`src/hdl/coa_pkg.sv`:
```
// ----------------------------------------------------------------------------
// Chunked object pool package
// Widths, codes and state encoding shared by the pool allocator files.
// ----------------------------------------------------------------------------
`default_nettype none

package coa_pkg;

   localparam int unsigned CHUNK_LIMIT = 8;
   localparam int unsigned OBJS_MAX    = 64;

   localparam int unsigned CHUNK_W  = $clog2(CHUNK_LIMIT);
   localparam int unsigned OBJ_W    = $clog2(OBJS_MAX);
   localparam int unsigned HEAD_W   = OBJ_W + 1;
   localparam int unsigned SLOT_W   = CHUNK_W + OBJ_W;
   localparam int unsigned ACTIVE_W = CHUNK_W + 1;
   localparam int unsigned SLOTS    = CHUNK_LIMIT * OBJS_MAX;
   localparam int unsigned CMD_W    = 2;
   localparam int unsigned STATUS_W = 2;

   localparam logic [HEAD_W-1:0]   LIST_END    = HEAD_W'(OBJS_MAX);
   localparam logic [ACTIVE_W-1:0] ACTIVE_MAX  = ACTIVE_W'(CHUNK_LIMIT - 1);
   localparam logic [HEAD_W-1:0]   OPC_RESET   = HEAD_W'(OBJS_MAX);

   localparam logic [CMD_W-1:0] CMD_CLEAR = 2'd0;
   localparam logic [CMD_W-1:0] CMD_ALLOC = 2'd1;
   localparam logic [CMD_W-1:0] CMD_FREE  = 2'd2;

   localparam logic [STATUS_W-1:0] STAT_OK        = 2'd0;
   localparam logic [STATUS_W-1:0] STAT_EXHAUSTED = 2'd1;
   localparam logic [STATUS_W-1:0] STAT_OUTSIDE   = 2'd2;

   typedef enum logic [5:0] {
      ST_IDLE = 6'b000001,
      ST_SCAN = 6'b000010,
      ST_POP  = 6'b000100,
      ST_LINK = 6'b001000,
      ST_FREE = 6'b010000,
      ST_DONE = 6'b100000
   } state_type;

endpackage

`default_nettype wire

```
`src/hdl/coa_req_if.sv`:
```
// ----------------------------------------------------------------------------
// Pool request channel
// Valid/ready channel carrying one command word.
// ----------------------------------------------------------------------------
`default_nettype none

interface coa_req_if;
   logic                          valid;
   logic                          ready;
   logic [coa_pkg::CMD_W-1:0]     command;
   logic [coa_pkg::SLOT_W-1:0]    free_slot;

   modport source (output valid, command, free_slot, input ready);
   modport sink   (input valid, command, free_slot, output ready);
endinterface

`default_nettype wire

```
`src/hdl/coa_rsp_if.sv`:
```
// ----------------------------------------------------------------------------
// Pool response channel
// Valid/ready channel carrying one result word.
// ----------------------------------------------------------------------------
`default_nettype none

interface coa_rsp_if;
   logic                          valid;
   logic                          ready;
   logic [coa_pkg::SLOT_W-1:0]    slot;
   logic [coa_pkg::STATUS_W-1:0]  status;
   logic                          grew;

   modport source (output valid, slot, status, grew, input ready);
   modport sink   (input valid, slot, status, grew, output ready);
endinterface

`default_nettype wire

```
`src/hdl/chunked_object_pool_allocator.sv`:
```
// Steps: clear and unknown words go straight to the done state; free passes the free
// state; alloc scans chunk heads from chunk 0, then pops, opens a chunk or fails.
// Flow: one word in work at a time; the next word is accepted only once the result
// of the last one is loaded into the response register, so rsp_if can hold it off.
// Reset: synchronous, clears state, open chunk count and the response valid;
// object count returns to 64. Link memory and chunk heads need no clearing.
// ----------------------------------------------------------------------------
// Chunked object pool allocator
// Per-chunk LIFO free lists over a slot link memory, driven by a small
// sequencer that scans chunk heads and fills new chunk lists.
// ----------------------------------------------------------------------------
`default_nettype none

module chunked_object_pool_allocator (
   input  wire logic                           clock,
   input  wire logic                           reset,
   coa_req_if.sink                             req_if,
   coa_rsp_if.source                           rsp_if,
   input  wire logic                           csr_wr_en,
   input  wire logic [coa_pkg::HEAD_W-1:0]     csr_wr_data
);

   localparam int unsigned CHUNK_W  = coa_pkg::CHUNK_W;
   localparam int unsigned OBJ_W    = coa_pkg::OBJ_W;
   localparam int unsigned HEAD_W   = coa_pkg::HEAD_W;
   localparam int unsigned SLOT_W   = coa_pkg::SLOT_W;
   localparam int unsigned ACTIVE_W = coa_pkg::ACTIVE_W;
   localparam int unsigned STATUS_W = coa_pkg::STATUS_W;

   coa_pkg::state_type state_ff, state_in;

   logic [HEAD_W-1:0]   opc_ff;
   logic [CHUNK_W-1:0]  cnt_ff, cnt_in;
   logic [OBJ_W-1:0]    obj_ff, obj_in;
   logic [OBJ_W-1:0]    lnk_ff, lnk_in;
   logic [HEAD_W-1:0]   n_ff, n_in;
   logic [ACTIVE_W-1:0] active_ff, active_in;

   logic [SLOT_W-1:0]   res_slot_ff, res_slot_in;
   logic [STATUS_W-1:0] res_status_ff, res_status_in;
   logic                res_grew_ff, res_grew_in;

   logic                rsp_valid_ff, rsp_valid_in;
   logic [SLOT_W-1:0]   rsp_slot_ff;
   logic [STATUS_W-1:0] rsp_status_ff;
   logic                rsp_grew_ff;
   logic                rsp_load;

   logic [HEAD_W-1:0]   chunk_head_ff [coa_pkg::CHUNK_LIMIT];
   logic                head_we;
   logic [HEAD_W-1:0]   head_wdata;

   logic [HEAD_W-1:0]   slot_link_mem [coa_pkg::SLOTS];
   logic                mem_we;
   logic [SLOT_W-1:0]   mem_waddr;
   logic [HEAD_W-1:0]   mem_wdata;
   logic [SLOT_W-1:0]   mem_raddr;
   logic [HEAD_W-1:0]   rd_data_ff;

   logic [HEAD_W-1:0]   obj_count;
   logic [HEAD_W-1:0]   head_cur;
   logic                scan_end;
   logic                head_hit;
   logic [HEAD_W-1:0]   link_next;
   logic                link_last;
   logic [HEAD_W-1:0]   link_word;
   logic                free_ok;

   // clamp object count to 1..OBJS_MAX
   always_comb begin
      if (opc_ff == '0) begin
         obj_count = HEAD_W'(1);
      end else if (opc_ff > coa_pkg::LIST_END) begin
         obj_count = coa_pkg::LIST_END;
      end else begin
         obj_count = opc_ff;
      end
   end

   assign head_cur  = chunk_head_ff[cnt_ff];
   assign scan_end  = {1'b0, cnt_ff} == active_ff;
   assign head_hit  = head_cur < coa_pkg::LIST_END;
   assign mem_raddr = {cnt_ff, head_cur[OBJ_W-1:0]};
   assign link_next = {1'b0, lnk_ff} + HEAD_W'(1);
   assign link_last = link_next == n_ff;
   assign link_word = link_last ? coa_pkg::LIST_END : link_next;
   assign free_ok   = ({1'b0, cnt_ff} < active_ff) && ({1'b0, obj_ff} < n_ff);

   assign req_if.ready  = state_ff == coa_pkg::ST_IDLE;
   assign rsp_if.valid  = rsp_valid_ff;
   assign rsp_if.slot   = rsp_slot_ff;
   assign rsp_if.status = rsp_status_ff;
   assign rsp_if.grew   = rsp_grew_ff;

   always_comb begin
      state_in      = state_ff;
      cnt_in        = cnt_ff;
      obj_in        = obj_ff;
      lnk_in        = lnk_ff;
      n_in          = n_ff;
      active_in     = active_ff;
      res_slot_in   = res_slot_ff;
      res_status_in = res_status_ff;
      res_grew_in   = res_grew_ff;
      rsp_valid_in  = rsp_valid_ff && !rsp_if.ready;
      rsp_load      = 1'b0;
      head_we       = 1'b0;
      head_wdata    = head_cur;
      mem_we        = 1'b0;
      mem_waddr     = {cnt_ff, lnk_ff};
      mem_wdata     = link_word;
      case (state_ff)
         coa_pkg::ST_IDLE: begin
            if (req_if.valid) begin
               cnt_in        = '0;
               n_in          = obj_count;
               res_slot_in   = '0;
               res_status_in = coa_pkg::STAT_OK;
               res_grew_in   = 1'b0;
               case (req_if.command)
                  coa_pkg::CMD_CLEAR: begin
                     active_in = '0;
                     state_in  = coa_pkg::ST_DONE;
                  end
                  coa_pkg::CMD_ALLOC: begin
                     state_in = coa_pkg::ST_SCAN;
                  end
                  coa_pkg::CMD_FREE: begin
                     cnt_in   = req_if.free_slot[SLOT_W-1:OBJ_W];
                     obj_in   = req_if.free_slot[OBJ_W-1:0];
                     state_in = coa_pkg::ST_FREE;
                  end
                  default: begin
                     state_in = coa_pkg::ST_DONE;
                  end
               endcase
            end
         end
         coa_pkg::ST_SCAN: begin
            if (scan_end) begin
               if (active_ff < coa_pkg::ACTIVE_MAX) begin
                  lnk_in   = '0;
                  state_in = coa_pkg::ST_LINK;
               end else begin
                  res_status_in = coa_pkg::STAT_EXHAUSTED;
                  state_in      = coa_pkg::ST_DONE;
               end
            end else if (head_hit) begin
               res_slot_in = mem_raddr;
               state_in    = coa_pkg::ST_POP;
            end else begin
               cnt_in = cnt_ff + CHUNK_W'(1);
            end
         end
         coa_pkg::ST_POP: begin
            head_we    = 1'b1;
            head_wdata = rd_data_ff;
            state_in   = coa_pkg::ST_DONE;
         end
         coa_pkg::ST_LINK: begin
            mem_we = 1'b1;
            lnk_in = link_next[OBJ_W-1:0];
            if (link_last) begin
               head_we     = 1'b1;
               head_wdata  = (n_ff == HEAD_W'(1)) ? coa_pkg::LIST_END : HEAD_W'(1);
               active_in   = active_ff + ACTIVE_W'(1);
               res_slot_in = {cnt_ff, {OBJ_W{1'b0}}};
               res_grew_in = 1'b1;
               state_in    = coa_pkg::ST_DONE;
            end
         end
         coa_pkg::ST_FREE: begin
            if (free_ok) begin
               mem_we     = 1'b1;
               mem_waddr  = {cnt_ff, obj_ff};
               mem_wdata  = head_cur;
               head_we    = 1'b1;
               head_wdata = {1'b0, obj_ff};
            end else begin
               res_status_in = coa_pkg::STAT_OUTSIDE;
            end
            state_in = coa_pkg::ST_DONE;
         end
         coa_pkg::ST_DONE: begin
            if (!rsp_valid_ff || rsp_if.ready) begin
               rsp_load     = 1'b1;
               rsp_valid_in = 1'b1;
               state_in     = coa_pkg::ST_IDLE;
            end
         end
         default: begin
            state_in = coa_pkg::ST_IDLE;
         end
      endcase
   end

   always_ff @(posedge clock) begin
      if (reset) begin
         state_ff     <= coa_pkg::ST_IDLE;
         active_ff    <= '0;
         rsp_valid_ff <= 1'b0;
         opc_ff       <= coa_pkg::OPC_RESET;
      end else begin
         state_ff     <= state_in;
         active_ff    <= active_in;
         rsp_valid_ff <= rsp_valid_in;
         if (csr_wr_en) begin
            opc_ff <= csr_wr_data;
         end
      end
   end

   always_ff @(posedge clock) begin
      cnt_ff        <= cnt_in;
      obj_ff        <= obj_in;
      lnk_ff        <= lnk_in;
      n_ff          <= n_in;
      res_slot_ff   <= res_slot_in;
      res_status_ff <= res_status_in;
      res_grew_ff   <= res_grew_in;
      if (rsp_load) begin
         rsp_slot_ff   <= res_slot_ff;
         rsp_status_ff <= res_status_ff;
         rsp_grew_ff   <= res_grew_ff;
      end
      if (head_we) begin
         chunk_head_ff[cnt_ff] <= head_wdata;
      end
   end

   always_ff @(posedge clock) begin
      if (mem_we) begin
         slot_link_mem[mem_waddr] <= mem_wdata;
      end
      rd_data_ff <= slot_link_mem[mem_raddr];
   end

   a_active_range: assert property (@(posedge clock) disable iff (reset)
      active_ff <= coa_pkg::ACTIVE_MAX)
      else $error("open chunk count beyond limit");

   a_link_range: assert property (@(posedge clock) disable iff (reset)
      state_ff == coa_pkg::ST_LINK |-> {1'b0, lnk_ff} < n_ff)
      else $error("link fill ran past object count");

   a_grew_ok: assert property (@(posedge clock) disable iff (reset)
      rsp_valid_ff && rsp_grew_ff |-> rsp_status_ff == coa_pkg::STAT_OK
                                      && rsp_slot_ff[OBJ_W-1:0] == '0)
      else $error("new chunk reported with bad status or slot");

   a_exhaust_full: assert property (@(posedge clock) disable iff (reset)
      state_ff == coa_pkg::ST_SCAN && scan_end && active_ff != coa_pkg::ACTIVE_MAX
      |=> state_ff == coa_pkg::ST_LINK)
      else $error("empty scan with room did not open a chunk");

endmodule

`default_nettype wire

```
`src/flat_wrapper.sv`:
```
// flat-port wrapper written by rule: the top's interface ports become plain ports
module chunked_object_pool_allocator_flat 
  (clock, reset, csr_wr_en, csr_wr_data, req_if_valid, req_if_command, req_if_free_slot, req_if_ready, rsp_if_valid, rsp_if_slot, rsp_if_status, rsp_if_grew, rsp_if_ready);
  coa_req_if req_if_i ();
  coa_rsp_if rsp_if_i ();
  input  wire logic clock;
  input  wire logic reset;
  input  wire logic csr_wr_en;
  input  wire logic [coa_pkg::HEAD_W-1:0] csr_wr_data;
  input wire logic [$bits(req_if_i.valid)-1:0] req_if_valid;
  input wire logic [$bits(req_if_i.command)-1:0] req_if_command;
  input wire logic [$bits(req_if_i.free_slot)-1:0] req_if_free_slot;
  output wire logic [$bits(req_if_i.ready)-1:0] req_if_ready;
  output wire logic [$bits(rsp_if_i.valid)-1:0] rsp_if_valid;
  output wire logic [$bits(rsp_if_i.slot)-1:0] rsp_if_slot;
  output wire logic [$bits(rsp_if_i.status)-1:0] rsp_if_status;
  output wire logic [$bits(rsp_if_i.grew)-1:0] rsp_if_grew;
  input wire logic [$bits(rsp_if_i.ready)-1:0] rsp_if_ready;
  assign req_if_i.valid = req_if_valid;
  assign req_if_i.command = req_if_command;
  assign req_if_i.free_slot = req_if_free_slot;
  assign req_if_ready = req_if_i.ready;
  assign rsp_if_valid = rsp_if_i.valid;
  assign rsp_if_slot = rsp_if_i.slot;
  assign rsp_if_status = rsp_if_i.status;
  assign rsp_if_grew = rsp_if_i.grew;
  assign rsp_if_i.ready = rsp_if_ready;
  chunked_object_pool_allocator u_core (.clock(clock), .reset(reset), .req_if(req_if_i), .rsp_if(rsp_if_i), .csr_wr_en(csr_wr_en), .csr_wr_data(csr_wr_data));
endmodule
```
`config.mk`:
```
export PLATFORM = sky130hd
export DESIGN_NAME = chunked_object_pool_allocator_flat
export DESIGN_NICKNAME = d
export VERILOG_FILES = /design/src/hdl/coa_pkg.sv /design/src/hdl/coa_req_if.sv /design/src/hdl/coa_rsp_if.sv /design/src/hdl/chunked_object_pool_allocator.sv /design/src/flat_wrapper.sv
export SDC_FILE = /design/constraint.sdc
export NUM_CORES = 2
export LEC_CHECK = 0
export ABC_CLOCK_PERIOD_IN_PS = 24600
export BUFFER_PORTS_ARGS = -buffer_cell sky130_fd_sc_hd__buf_2
export CAP_MARGIN = 20
export CORE_ASPECT_RATIO = 0.9
export CORE_MARGIN = 1
export CORE_UTILIZATION = 57
export DETAILED_ROUTE_END_ITERATION = 10
export PLACE_DENSITY_LB_ADDON = 0.12
export REMOVE_ABC_BUFFERS = 1
export SLEW_MARGIN = 15
export SYNTH_ARGS = -nofsm -noshare
export SYNTH_HDL_FRONTEND = slang
export SYNTH_SLANG_ARGS = --single-unit
```
`constraint.sdc`:
```
create_clock -name clock -period 24.6 [get_ports clock]
set_input_delay 4.92 -clock clock [delete_from_list [all_inputs] [get_ports clock]]
set_output_delay 4.92 -clock clock [all_outputs]
set_load 0.005 [all_outputs]
```
* Word level (Yosys, flattened, before mapping)
Memories as Yosys holds them, arrays and structs flattened. A register that Yosys moved wholly into a read port is not among the register bits. Index checks and enable logic that the tools add are counted.
Cells by class: add/subtract/negate cells 3, magnitude comparators 5, equality and inequality tests 23, multiplexer cells 56, reduce and logical (&&, ||, !) cells 23
Operators with widths (number):
- 6-bit 2-to-1 mux | 10
- 7-bit 2-to-1 mux | 7
- 9-bit 2-to-1 mux | 4
- 6-bit one-hot mux with 5 select lines | 1
- 9-bit one-hot mux with 3 select lines | 1
- 6-bit one-hot mux with 2 select lines | 2
- 7-bit one-hot mux with 3 select lines | 1
- 3-bit 2-to-1 mux | 5
- 1-bit 2-to-1 mux | 12
- 4-bit 2-to-1 mux | 3
- 2-bit by 1-bit != test with 1-bit output, second input constant | 6
- 4-bit AND reduction | 3
- 2-bit != test, second input constant | 5
- 5-bit AND reduction | 2
- 3-bit AND reduction | 3
- 2-bit 2-to-1 mux | 4
- 4-bit one-hot mux with 2 select lines | 1
- 6-bit by 1-bit adder with 7-bit output, second input constant | 1
- 7-bit by 1-bit equality test with 1-bit output, second input constant | 1
- 7-bit equality test | 1
- 7-bit greater-than comparator, second input constant | 1
- 7-bit logical NOT | 1
- 6-bit by 7-bit less-than comparator with 1-bit output | 1
- 7-bit less-than comparator, second input constant | 1
- 26 further kinds | 33
Storage, ports and cells: bits in registers 64, memory bits (writable) 3640, output and inout port bits 14, word-level logic and storage cells 127, memories 2
Memories:
- u_core.slot_link_mem | words 512, bits a word 7, rd ports 1, clocked after memory_dff 1, write ports 1, RTL line chunked_object_pool_allocator.sv:53 | logic [HEAD_W-1:0] slot_link_mem [coa_pkg::SLOTS];
- u_core.chunk_head_ff | words 8, bits a word 7, rd ports 1, clocked after memory_dff 1, write ports 1, RTL line chunked_object_pool_allocator.sv:49 | logic [HEAD_W-1:0] chunk_head_ff [coa_pkg::CHUNK_LIMIT];

* Logic depth before layout (Yosys ltp)
word-level depth 6, depth in mapped cells 20, mapped depth without buffers 11

* Worst setup path before layout
OpenSTA, ideal clock, no wires.
path kind register to register, from register u_core.obj_ff[1], to memory u_core.slot_link_mem[0][3] in the netlist's numbering (data pin), library setup time 4.252 ns, arrival time 22.559 ns, data required time 20.348 ns, setup slack -2.211 ns, cell stages (with the launch flop) 11, clock period less this slack 26.811 ns, cell sequence edfxtp_1 -> ha_1 -> a21o_1 -> a21o_1 -> a21o_1 -> a21o_1 -> a21oi_1 -> o211a_1 -> clkbuf_1 -> clkbuf_1 -> o31ai_1
Between the ends: longest elaborated chain between the ends 4
RTL lines:
- start, declared | RTL line chunked_object_pool_allocator.sv:34 | logic [OBJ_W-1:0] obj_ff, obj_in;
- start signal, assigned | RTL line chunked_object_pool_allocator.sv:215 | obj_ff <= obj_in;
- 6-bit by 7-bit less-than comparator with 1-bit output | RTL line chunked_object_pool_allocator.sv:87 | assign free_ok = ({1'b0, cnt_ff} < active_ff) && ({1'b0, obj_ff} < n_ff);
- 1-bit logical AND | RTL line chunked_object_pool_allocator.sv:87
- 7-bit 2-to-1 mux | RTL line chunked_object_pool_allocator.sv:173 | if (free_ok) begin
- 7-bit 2-to-1 mux | RTL line chunked_object_pool_allocator.sv:112 | case (state_ff)
- via u_core.mem_wdata[3] | RTL line chunked_object_pool_allocator.sv:56 | logic [HEAD_W-1:0] mem_wdata;
- end, declared | RTL line chunked_object_pool_allocator.sv:53
The timed path passes the listed nets, and every way through them passes these cells.

==> impl_metrics.csv <==
group,metric,value,unit
global_route,grt_pass1_wl,687,mm
power_and_ir_drop,vdd_ir_drop_max,0.223,mV
clocking,ctsHoldBuffers,0,
detailed_routing,drt-initial-drc-count,16500,
floorplanning,dieArea,265000,sq um
sta,fin_ws,16.60,ns
logic_synthesis,netlist_instances,11000,
logic_synthesis,ys.warnings.count,0,
clocking,clock_latency,0.93,ns
detailed_routing,viasPerCell,6.71,
run,drv_cap,0,
worst_setup_path,path_buf_inv,5,
place,dp.cells,14100,
logic_synthesis,ys_ff_latch,3714,
detailed_routing,firstDrtPassIters,9,
clocking,clock_sinks,3714,
sta,skew,0.0634,ns
logic_synthesis,synthTopCellsByArea,"edfxtp_1, nand2_1, nand3_1",
logic_synthesis,async_flop_share,0,
global_route,grt_antenna_before_repair,31,
floorplanning,io-pin-count,37,
logic_synthesis,synth-edff-count,3686,
sta,fin_tns_setup,0,ns
clocking,cts_root_buf,"clkbuf_16",
detailed_routing,antenna_left,0,
sta,maxSlewHeadroom,0.0268,
place,numPortBuffers,36,
floorplanning,core_area,261000,sq um
hold_path,hold_depth,0,
outcome,status,"completed",
global_route,gr-total-overflow,0,
power_and_ir_drop,p_leak,55.4,nW
finish,fin_cells,14800,
logic_synthesis,synth_cell_type_count,77,
logic_synthesis,synth_top_area_frac,0.738,
finish,seqCellArea,111000,sq um
finish,final_util,0.633,
hold_path,hp-class,"register to register",
sta,finalCritPeriodShare,0.325,
power_and_ir_drop,power.density_cell_area,124,nW/um^2
finish,fill_cells,19300,
worst_setup_path,crit_fanout,82,
clocking,clk_path_buf_depth,4,
sta,max_freq,125,MHz
global_route,grt_start_max_net_pins,216,
global_route,grt_use_total,0.367,
floorplanning,die_h,488,microns
clocking,post_cts_buffers,0,
finish,nets,11000,
worst_setup_path,crit_chain,"mux4_4 > buf_4 > buf_4 > buf_12 > buf_4 > buf_4 > nand3_1 > a21oi_1 > o22ai_1 > o22ai_1 > nand4_1 > or4_1 > or4_1",
clocking,cts_buffers,368,
logic_synthesis,avgSynthCellArea,13.6,sq um
worst_setup_path,ff2ff_setup_slack,16.60,ns
detailed_routing,drc,0,
floorplanning,start_util,0.573,
clocking,cts.repair.resized,0,
worst_setup_path,cp_slowest_stage_delay,0.89,ns
sta,maxSlewViolCount,0,
sta,setup_viol,0,
worst_setup_path,crit_path_top_delay_cell,"dfxtp_1",
place,dp_hpwl,297,mm
worst_setup_path,worstRegToRegCells,13,
logic_synthesis,synth_seq_area_share,0.742,
floorplanning,rows,178,
sta,worstMarginPinSlew,1.46,ns
clocking,cts.reportedPaths.clkPinSlew,0.06,ns
worst_setup_path,cp.arrival,8.79,ns
finish,area_delta_synth_final,10.4,%
global_route,grt_pass1_vias,90500,
finish,multi_input_area,35700,sq um
worst_setup_path,crit_path_start_kind,"register",
worst_setup_path,path_class,"register to register",
place,place_area,154000,sq um
finish,final_area,166000,sq um
worst_setup_path,cpLargestDelayFamily,"buffers and inverters",
finish,drive_above_1_share,0.0927,
hold_path,min_to,"u_core.rsp_if.slot[0]",
place,gp_congestion,0.969,
detailed_routing,wire_per_inst,33.3,microns
logic_synthesis,synthFlopType,"edfxtp_1",
worst_setup_path,r2r_end,"u_core.rd_data_ff[4]",
logic_synthesis,netlist_area,150000,sq um
detailed_routing,num_vias,99100,
floorplanning,die_width,543,microns
sta,finalCriticalPeriod,8.00,ns
worst_setup_path,crit_top_cell,"buf_4",
hold_path,hold_start,"u_core.res_slot_ff[0]",
sta,hold_viol,0,
logic_synthesis,yosys.area.top_type,"edfxtp_1",
sta,rsz0062_at_grt,"false",
detailed_routing,finalWirelength,491,mm
place,dp_slack,17.02,ns
clocking,cts_max_level,5,
worst_setup_path,crit_required,25.39,ns
clocking,cts_tree,"yes",
worst_setup_path,worstSetupEndpointType,"register",
[registers in the layout (all words and copies together) (netlist names), 3 cells and up, named ones only]
register,count
u_core.slot_link_mem,3584
u_core.chunk_head_ff,56
u_core.res_slot_ff,9
u_core.rsp_if.slot,9
u_core.n_ff,7
u_core.opc_ff,7
u_core.rd_data_ff,7
u_core.lnk_ff,6
u_core.obj_ff,6
u_core.state_ff,6
u_core.active_ff,4
u_core.cnt_ff,3
[layer usage]
metal / track usage / vias up / share of wire
li1: - / 40900 / -
met1: 0.513 / 49400 / 0.37
met2: 0.522 / 7554 / 0.43
met3: 0.105 / 1183 / 0.14
met4: 0.202 / 20 / 0.064
met5: 0 / - / 0.00032
[worst reg2reg max path: cells and delay by family, from the launching register on]
| kind | cells | cell delay (ns) |
|---|---|---|
| AOI/OAI and AO/OA | 3 | 1.28 |
| buffers and inverters | 5 | 2.82 |
| DFF | 1 | 0.89 |
| muxes | 1 | 0.74 |
| and+or+nand+nor | 4 | 2.20 |
[logic make-up after synthesis]
group	after synthesis	synth area share
AOI/OAI and AO/OA	866	0.0423
xor gates and xnor gates	11	0.000735
adders and majority gates	14	0.00117
buffers and inverters	775	0.0240
DFF	3714	0.742
muxes	412	0.0398
and+or+nand+nor	5252	0.150
[cell usage after synthesis, types with 87 or more instances]
library cell  number
a311oi_1         301
nand3_1         1230
mux4_2           145
clkbuf_1         234
a31oi_1           94
buf_2            395
a21oi_1          163
nor2_1           641
mux2i_1          243
buf_1             87
and3_1           217
edfxtp_1        3686
nand2_1         2904
[through the flow]
step | hold slack (ns) | power, W
after floorplan | 0.400 | 0.0146
after global placement | 0.406 | 0.0148
after detailed placement | 0.405 | 0.0149
after CTS | 0.419 | 0.0203
after global routing | 0.424 | 0.0210
final | 0.417 | 0.0206
[worst max path at each step]
| stage | from | to | slack, ns | cells after the start |
|---|---|---|---|---|
| 6_report | register | u_core.rd_data_ff[4] | 16.60 | 13 |
| 2_1_floorplan | register | u_core.slot_link_mem[0][0] | -37.25 | 2 |
| 4_1_cts | register | u_core.rd_data_ff[4] | 17.02 | 13 |
| 3_5_place_dp | register | u_core.rd_data_ff[4] | 17.02 | 13 |
| 3_3_place_gp | register | u_core.rd_data_ff[3] | 14.59 | 12 |
| 5_1_grt | register | u_core.rd_data_ff[4] | 16.38 | 13 |
[power breakdown]
group          internal, W  total, W  switching (W)
registers          0.00707   0.00711      0.0000452
clock network      0.00312   0.00552        0.00239
logic              0.00203   0.00793        0.00590
[cells in the final DEF, fill, tap and decap left out, types with 91 or more instances in the layout]
cell type	count
buf_4	224
a31oi_1	91
and3_1	217
clkbuf_16	376
a21oi_1	161
nand2_1	2891
clkinv_1	91
nor2_1	631
mux2i_1	239
mux4_2	139
nand3_1	1227
a311oi_1	290
edfxtp_1	3686
[area by class of cell]
type,count,share of cell area
multi-input combinational,6555,0.215
clock inverter,197,0.0108
tap,3510,0.0265
sequential,3714,0.672
clock buffer,456,0.0589
inverter,24,0.000544
antenna,14,0.000212
timing repair buffer,300,0.0154
No activity file was read; power rests on OpenSTA's default activity.
